===== src/rtl/page_frame_pool_replacement_macros.svh =====
// Assertion macros for the page frame pool.
`ifndef PAGE_FRAME_POOL_REPLACEMENT_MACROS_SVH
`define PAGE_FRAME_POOL_REPLACEMENT_MACROS_SVH
// Implication checked on every rising clock edge outside reset.
`define PFP_ASSERT_IMP(label, clk, rst_n, a, c, msg) \
  label: assert property (@(posedge clk) disable iff (!rst_n) (a) |-> (c)) \
    else $error(msg);
// Next-cycle implication.
`define PFP_ASSERT_NXT(label, clk, rst_n, a, c, msg) \
  label: assert property (@(posedge clk) disable iff (!rst_n) (a) |=> (c)) \
    else $error(msg);
`endif


===== src/rtl/pfp_pkg.sv =====
// Package: types and codes shared by the page frame pool.
package pfp_pkg;
  localparam int unsigned OP_W = 3;
  localparam int unsigned STAT_W = 2;
  localparam int unsigned PIN_W = 16;
  localparam int unsigned CNT_W = 32;
  localparam int unsigned STAMP_W = 64;
  localparam int unsigned CFG_IDX_W = 2;
  localparam int unsigned CFG_DATA_W = 25;
  localparam int unsigned FIU_W = 5;
  localparam int unsigned IDX_OUT_W = 4;
  localparam int unsigned OUT_PAGE_W = 24;
  localparam int unsigned MAX_OUT = 16;

  typedef enum logic [OP_W-1:0] {
    OP_PIN = 3'd0, OP_UNPIN = 3'd1, OP_DIRTY = 3'd2, OP_FORCE = 3'd3,
    OP_FLUSH = 3'd4
  } op_e;

  typedef enum logic [STAT_W-1:0] {
    ST_OK = 2'd0, ST_NOT_RES = 2'd1, ST_BEYOND = 2'd2, ST_NO_FREE = 2'd3
  } status_e;

  typedef enum logic [CFG_IDX_W-1:0] {
    CFG_STRATEGY = 2'd0, CFG_FRAMES = 2'd1, CFG_FILE_PAGES = 2'd2
  } cfg_idx_e;

  typedef enum logic [2:0] {
    S_IDLE, S_SCAN, S_APPLY, S_FLUSH, S_EMIT
  } state_e;

  // Per-frame view handed from the frame table to the scanner.
  typedef struct packed {
    logic             valid;
    logic             dirty;
    logic             tag_eq;
    logic [PIN_W-1:0] pins;
    logic [STAMP_W-1:0] stamp;
  } frame_view_t;
endpackage


===== src/rtl/pfp_scan.sv =====
// Shared compare unit: one frame per cycle for hit, empty and victim search.
module pfp_scan #(
  parameter int unsigned NUM_FRAMES = 16,
  parameter int unsigned IDX_W = 4
) (
  input  logic                  clk_i,
  input  logic                  rst_ni,
  input  logic                  start_i,
  input  logic                  step_i,
  input  logic [IDX_W-1:0]      idx_i,
  input  pfp_pkg::frame_view_t  view_i,
  output logic                  hit_o,
  output logic [IDX_W-1:0]      hit_idx_o,
  output logic                  empty_o,
  output logic [IDX_W-1:0]      empty_idx_o,
  output logic                  cand_o,
  output logic [IDX_W-1:0]      cand_idx_o
);
  logic hit_q, hit_d, empty_q, empty_d, cand_q, cand_d;
  logic [IDX_W-1:0] hit_idx_q, hit_idx_d, empty_idx_q, empty_idx_d;
  logic [IDX_W-1:0] cand_idx_q, cand_idx_d;
  logic [pfp_pkg::STAMP_W-1:0] best_q, best_d;

  always_comb begin
    hit_d = hit_q; hit_idx_d = hit_idx_q;
    empty_d = empty_q; empty_idx_d = empty_idx_q;
    cand_d = cand_q; cand_idx_d = cand_idx_q; best_d = best_q;
    if (start_i) begin
      hit_d = 1'b0; empty_d = 1'b0; cand_d = 1'b0;
    end else if (step_i) begin
      if (!hit_q && view_i.valid && view_i.tag_eq) begin
        hit_d = 1'b1; hit_idx_d = idx_i;
      end
      if (!empty_q && !view_i.valid) begin
        empty_d = 1'b1; empty_idx_d = idx_i;
      end
      // one 64-bit compare, reused every cycle
      if (view_i.valid && view_i.pins == '0 && (!cand_q || view_i.stamp < best_q)) begin
        cand_d = 1'b1; cand_idx_d = idx_i; best_d = view_i.stamp;
      end
    end
  end

  always_ff @(posedge clk_i or negedge rst_ni) begin
    if (!rst_ni) begin
      hit_q <= 1'b0; empty_q <= 1'b0; cand_q <= 1'b0;
    end else begin
      hit_q <= hit_d; empty_q <= empty_d; cand_q <= cand_d;
    end
  end

  always_ff @(posedge clk_i) begin
    hit_idx_q <= hit_idx_d; empty_idx_q <= empty_idx_d;
    cand_idx_q <= cand_idx_d; best_q <= best_d;
  end

  assign hit_o = hit_q;
  assign hit_idx_o = hit_idx_q;
  assign empty_o = empty_q;
  assign empty_idx_o = empty_idx_q;
  assign cand_o = cand_q;
  assign cand_idx_o = cand_idx_q;
endmodule


===== config.mk =====
export PLATFORM = sky130hd
export DESIGN_NAME = pfp_scan
export DESIGN_NICKNAME = d
export VERILOG_FILES = /design/src/rtl/page_frame_pool_replacement_macros.svh /design/src/rtl/pfp_pkg.sv /design/src/rtl/pfp_scan.sv
export SDC_FILE = /design/constraint.sdc
export NUM_CORES = 1
export LEC_CHECK = 0
export BUFFER_PORTS_ARGS = -buffer_cell sky130_fd_sc_hd__buf_2
export CAP_MARGIN = 20
export CORE_MARGIN = 2
export CORE_UTILIZATION = 45
export DETAILED_ROUTE_END_ITERATION = 6
export PLACE_DENSITY = 0.76
export SLEW_MARGIN = 15
export SYNTH_ARGS = -nofsm -noshare
export SYNTH_HDL_FRONTEND = slang
export SYNTH_SLANG_ARGS = --single-unit

===== constraint.sdc =====
create_clock -name clk_i -period 11.1 [get_ports clk_i]
set_input_delay 1.665 -clock clk_i [delete_from_list [all_inputs] [get_ports clk_i]]
set_output_delay 1.665 -clock clk_i [all_outputs]
set_load 0.005 [all_outputs]

==> impl_metrics.yaml, run 1 <==
setup_path:
  crit_fanout: 34
  cp_cell_sequence: "buf_2 > ha_1 > and3_1 > nand4_1 > or3_1 > nor2_1 > o2bb2ai_1 > o31a_1 > a41oi_4 > buf_4"
  reg2regPathDepth: 10
  reg2reg_slack_ns: 8.34
  cp-start-kind: "primary input"
  crit_buf_inv: 2
  cp.arrival_ns: 3.89
  crit_path_max_incr_delay_ns: 0.44
  r2r_start: "best_q[63]"
  crit_path_top_delay_cell: "or3_1"
  cp-end-kind: "register"
  rr_endpoint: "best_q[63]"
  crit_required_ns: 11.14
  crit_type: "primary input to register"
  path_delay_family: "simple AND/OR/NAND/NOR gates"
place:
  hpwlAfterDp_mm: 5.93
  placedInstanceArea_sq_mm: 0.00475
  port_buffers: 104
  place_congestion: 0.789
  place_ws_ns: 6.88
  dp.cells: 531
grt:
  grt_max_degree: 35
  grt_busiest_layer: "met2"
  met2_usage_pct: 27.8
  grt_pass1_wl_mm: 12.4
  met3_usage_pct: 4.01
  grt_pass1_vias: 2856
  grt_use_total_pct: 16.0
  antenna_found_initial: 0
  met1_usage_pct: 19.0
  overflow: 0
die:
  ios: 106
  start_util_pct: 46.5
  row_count: 34
  die_w_um: 99.1
  die_h_um: 99.1
  die_area_sq_mm: 0.00983
  core_sq_mm: 0.00876
logic_synthesis:
  async_reset_ff_share_pct: 3.80
  ys_seq_elements: 79
  synth.largest_area_cell: "edfxtp_1"
  synth_area_leaders: "edfxtp_1, ha_1, inv_1"
  synth_ff_type: "edfxtp_1"
  yosys-top-cells-count: "edfxtp_1, inv_1, ha_1"
  syn_area_sq_mm: 0.00407
  syn_nets: 471
  postSynthCellCount: 317
  ys_warn_count: 0
  seq_area_frac_synth_pct: 57.9
  ys_types: 31
  yosysTopAreaCellShare_pct: 56.0
  synth_edf_count: 76
  synth_most_common_cell: "edfxtp_1"
  synth.avg_cell_area_sq_um: 12.8
route:
  drc: 0
  routedWlPerCell_um: 13.8
  dr.pass1.iters: 4
  ant_nets: 0
  drt_iter0_markers: 56
  vias_per_cell: 4.98
  drt_wl_total_mm: 7.56
  dr_total_vias: 2724
final_layout:
  final_core_util_pct: 56.5
  stdcell_count: 547
  drive_above_1_share_pct: 28.7
  diodes: 0
  final_nets: 588
  fillers: 727
  fin_area_sq_mm: 0.00495
  areaGrowthSynthToFinish_pct: 21.6
pwr:
  p_sw_share_pct: 21.9
  peakVddDrop_uv: 62.9
  switchingPower_uw: 129
  leakage_uw: 0.00232
  comb_power_share_pct: 7.8
  p_per_area_mw_per_mm2: 119
  p_seq_share_pct: 55.6
  p_clk_share_pct: 36.7
  p_int_uw: 460
hold_path:
  hp-class: "register to register"
  worstHoldEndpoint: "hit_o"
  worstHoldPathCells: 1
  min_from: "hit_o"
clocking:
  cts_max_path_buffers: 2
  numClockSinks: 79
  root_buffer: "clkbuf_8"
  cts_resized: 0
  insertion_delay_ns: 0.34
  cts_tree: "done"
  cts_inserted_buffers: 9
  cts_setup_buffers: 0
  postCtsHoldBufs: 0
  clk_pin_slew_ns: 0.07
  cts-htree-levels: 3
timing:
  grt_setup_unrepaired: "false"
  slew_headroom_pct: 35.5
  tightest_slew_ns: 0.955
  finalSetupViolCount: 0
  setup_slack_ns: 7.26
  period_needed_ns: 3.84
  drv_slew: 0
  finalSetupTns_ns: 0
  period_share_pct: 34.6
  clock.fmax_mhz: 260
  fin_skew_ns: 0.0137
  finalHoldViolCount: 0
flow_run:
  drv_cap: 0
outcome:
  status: "finished clean"
-- sequential cells by signal, indices dropped and copies added, names as in the netlist --
signal	cells
hit_o	1
cand_idx_o	4
hit_idx_o	4
best_q	64
cand_o	1
empty_idx_o	4
empty_o	1
-- per-stage QoR --
stage	total power, uW	hold slack [ns]
final	590	0.519
after global routing	612	0.551
after CTS	598	0.526
after global placement	378	0.495
after floorplan	354	0.492
after detailed placement	381	0.508
-- how the worst max path moves through the flow --
| stage | cells after the start | slack [ns] | endpoint | from |
|---|---|---|---|---|
| 6_report | 10 | 7.26 | best_q[63] | view_i[63] |
| 5_1_grt | 10 | 7.14 | best_q[62] | view_i[63] |
| 4_1_cts | 10 | 7.24 | best_q[63] | view_i[63] |
| 3_5_place_dp | 10 | 6.88 | best_q[34] | view_i[63] |
| 3_3_place_gp | 10 | 6.94 | best_q[38] | view_i[49] |
| 2_1_floorplan | 8 | 5.73 | best_q[0] | view_i[49] |
-- area by class of cell --
cell class,instances,area [sq um],area share [%]
multi-input cells,172,1480,29.9
well taps,108,135,2.73
repair buffers,106,536,10.8
clock inverters,5,57.6,1.16
inverters,66,248,5.00
flip-flops and latches,79,2360,47.6
clock buffers,11,141,2.85
-- cell families after synthesis --
| group | after synthesis | synth area share, % |
|---|---|---|
| buf+inv | 66 | 6.08 |
| fa+ha+maj | 63 | 19.4 |
| flops | 79 | 57.9 |
| compound gates | 56 | 9.16 |
| simple gates | 53 | 7.53 |
-- power groups by stage --
stage	Combinational [uW]	Sequential, uW	Clock [uW]
global route	52.7	328	231
CTS	46.4	328	223
detailed placement	46.2	335	0
finish	45.8	328	216
global placement	43.9	335	0
floorplan	18.8	335	0
-- cell usage in the layout (no fill, tap or decap), drive strengths merged --
cell      Yosys  routed
buf           0     106
edfxtp       76      76
inv          66      66
ha           63      63
a21oi        22      22
nand4        13      13
a21o         11      11
o21ai        11      11
clkbuf        0      11
nand2         9       9
nor2          9       9
nand3         6       6
a211oi        5       5
nor4          5       5
and3          3       3
dfrtp         3       3
clkinvlp      0       3
and3b         2       2
nor3          2       2
nor4b         1       1
nor3b         1       1
o21bai        1       1
or3           1       1
a2111oi       1       1
o2bb2ai       1       1
nor2b         1       1
o31ai         1       1
a31oi         1       1
o31a          1       1
a41oi         1       1
bufinv        0       1
clkinv        0       1
-- metal layers --
layer	vias up	part of all wire, %
li1	1395	-
met2	75	48
met4	0	1.0
met5	-	0
met3	8	6.3
met1	1246	44
Note: power is estimated with default switching activity, not from simulation.
==> inputs of run 2 (changes only) <==
Settings changed: ABC_AREA from default to 1.
Clock period 11.1 ns to 3.95 ns, I/O delays scaled along.
==> run 2 against run 1 <==
Sequential share of layout area shrank 0.17 points. Setup slack lost 5.7 ns. Synthesized cell count grew 16%. Final cell count grew 9.1%. Largest cell class unchanged. Register-to-register slack lost 6.8 ns. Core utilization shrank 0.074 points. Die area grew 0.94%. Wire length grew 0.50%. First-iteration DRC count grew 96%.
==> impl_metrics.yaml, run 2 <==
outcome:
  status: "finished clean"
timing:
  period_needed_ns: 2.43
  fin_skew_ns: 0.0125
  hold_slack_ns: 0.0330
  finalHoldViolCount: 0
  tightest_slew_ns: 0.538
  finalSetupViolCount: 0
  drv_slew: 0
  period_share_pct: 61.5
  finalSetupTns_ns: 0
  setup_slack_ns: 1.52
  clock.fmax_mhz: 412
  grt_setup_unrepaired: "false"
  slew_headroom_pct: 63.9
setup_path:
  cp_cell_sequence: "inv_1 > ha_1 > a21oi_1 > o21ai_0 > a21oi_1 > nand2_1 > nand2_1 > nand2_1 > nand2_1 > nand2_1 > nand2_1 > nand2_1 > inv_2 > buf_4"
  crit_fanout: 38
  reg2reg_slack_ns: 1.52
  cp.arrival_ns: 2.41
  crit_path_max_incr_delay_ns: 0.41
  cp-start-kind: "register"
  crit_path_top_delay_cell: "buf_4"
  crit_required_ns: 3.93
  path_delay_family: "buffers and inverters"
  cp_common_cell: "nand2_1"
  crit_type: "register to register"
  crit_buf_inv: 3
  cp-end-kind: "register"
logic_synthesis:
  ys_seq_elements: 79
  synth.largest_area_cell: "edfxtp_1"
  yosysTopAreaCellShare_pct: 55.5
  syn_area_sq_mm: 0.00411
  synth_ff_type: "edfxtp_1"
  syn_nets: 521
  synth_area_leaders: "edfxtp_1, ha_1, inv_1"
  synth_most_common_cell: "inv_1"
  synth_edf_count: 76
  seq_area_frac_synth_pct: 57.3
  postSynthCellCount: 367
  yosys-top-cells-count: "inv_1, edfxtp_1, ha_1"
  async_reset_ff_share_pct: 3.80
  ys_warn_count: 0
  ys_types: 20
  synth.avg_cell_area_sq_um: 11.2
die:
  ios: 106
  core_sq_mm: 0.00881
  die_w_um: 99.6
  row_count: 34
  die_area_sq_mm: 0.00992
  die_h_um: 99.6
  start_util_pct: 46.7
pwr:
  leakage_uw: 0.00242
  peakVddDrop_uv: 200
  p_per_area_mw_per_mm2: 329
clocking:
  postCtsHoldBufs: 0
  cts_setup_buffers: 0
  cts-htree-levels: 3
  cts_tree: "done"
  cts_inserted_buffers: 9
  cts_resized: 0
  insertion_delay_ns: 0.34
  root_buffer: "clkbuf_8"
  clk_pin_slew_ns: 0.09
  cts_max_path_buffers: 2
  numClockSinks: 79
route:
  vias_per_cell: 4.74
  routedWlPerCell_um: 12.7
  ant_nets: 0
  drt_wl_total_mm: 7.60
  drt_iter0_markers: 110
  drc: 0
  dr.pass1.iters: 4
  dr_total_vias: 2831
final_layout:
  largest_reg_flops: 64
  diodes: 0
  regArea_sq_mm: 0.00236
  final_common_cell: "buf_2"
  final_cell_mix: "buf_2, inv_1, edfxtp_1"
  fillers: 794
  registers.top_by_ff_count: "best_q"
  multi_input_area_sq_mm: 0.00145
  final_nets: 638
  fin_area_sq_mm: 0.00497
  areaGrowthSynthToFinish_pct: 20.9
  drive_above_1_share_pct: 26.2
place:
  port_buffers: 104
  hpwlAfterDp_mm: 5.94
  place_congestion: 0.828
  place_ws_ns: 1.16
  placedInstanceArea_sq_mm: 0.00478
grt:
  grt_max_degree: 39
  antenna_found_initial: 0
  grt_pass1_vias: 2927
  overflow: 0
  grt_use_total_pct: 16.1
  grt_pass1_wl_mm: 12.8
flow_run:
  drv_cap: 0
hold_path:
  hp-class: "primary input to async pin"
[run 2: path summary, 6_finish.rpt]
| path | end | startpoint | depth (start not counted) |
|---|---|---|---|
| max reg2reg | best_q[25] | best_q[15] | 14 |
| max | best_q[25] | best_q[15] | 14 |
| min | hit_o | rst_ni | 1 |
| min in group clk_i | best_q[6] | view_i[6] | 1 |
| max in group asynchronous | cand_o | rst_ni | 1 |
| min reg2reg | cand_o | cand_o | 2 |
[run 2: logic make-up (layout without fill, tap and decap cells)]
group,count (synthesis),count (layout),synth area share (%)
adder cells (fa/ha/maj),63,63,19.2
AO/OA/AOI/OAI,42,42,5.20
AND/OR/NAND/NOR,102,102,10.9
buffers and inverters,81,203,7.39
flip-flops,79,79,57.3
[run 2: worst reg2reg max path: stages (launching register included)]
cell      delay, ns
edfxtp_1       0.38
inv_1          0.06
ha_1           0.23
a21oi_1        0.15
o21ai_0        0.11
a21oi_1        0.15
nand2_1        0.11
nand2_1        0.07
nand2_1        0.07
nand2_1        0.07
nand2_1        0.05
nand2_1        0.06
nand2_1        0.07
inv_2          0.06
buf_4          0.41
[run 2: metrics by stage]
| stage | std cells | utilization, % | total power, uW |
|---|---|---|---|
| CTS | 597 | 56.5 | 1660 |
| detailed placement | 581 | 54.3 | 1070 |
| floorplan | 367 | - | 998 |
| finish | 597 | 56.5 | 1640 |
| global placement | 581 | 54.3 | 1060 |
| global route | 597 | 56.5 | 1710 |
[run 2: layer usage]
metal,global-route usage (%),vias up,share of wire (%)
li1,-,1481,-
met1,20.1,1287,44
met2,27.4,53,50
met3,4.57,10,4.5
met4,4.74,0,1.3
met5,0,-,0
[run 2: where the power goes]
| part | leakage, uW | internal [uW] | switching [uW] |
|---|---|---|---|
| combinational | 0.00160 | 64.8 | 66.8 |
| sequential | 0.000724 | 920 | 1.35 |
| clock | 0.0000924 | 287 | 298 |
| total | 0.00242 | 1270 | 366 |
[run 2: layout make-up]
| class | count | share of cell area [%] |
|---|---|---|
| clock buffer | 9 | 2.49 |
| clock inverter | 7 | 1.28 |
| inverter | 81 | 6.12 |
| multi-input combinational | 207 | 29.2 |
| sequential | 79 | 47.4 |
| tap | 108 | 2.72 |
| timing repair buffer | 106 | 10.8 |
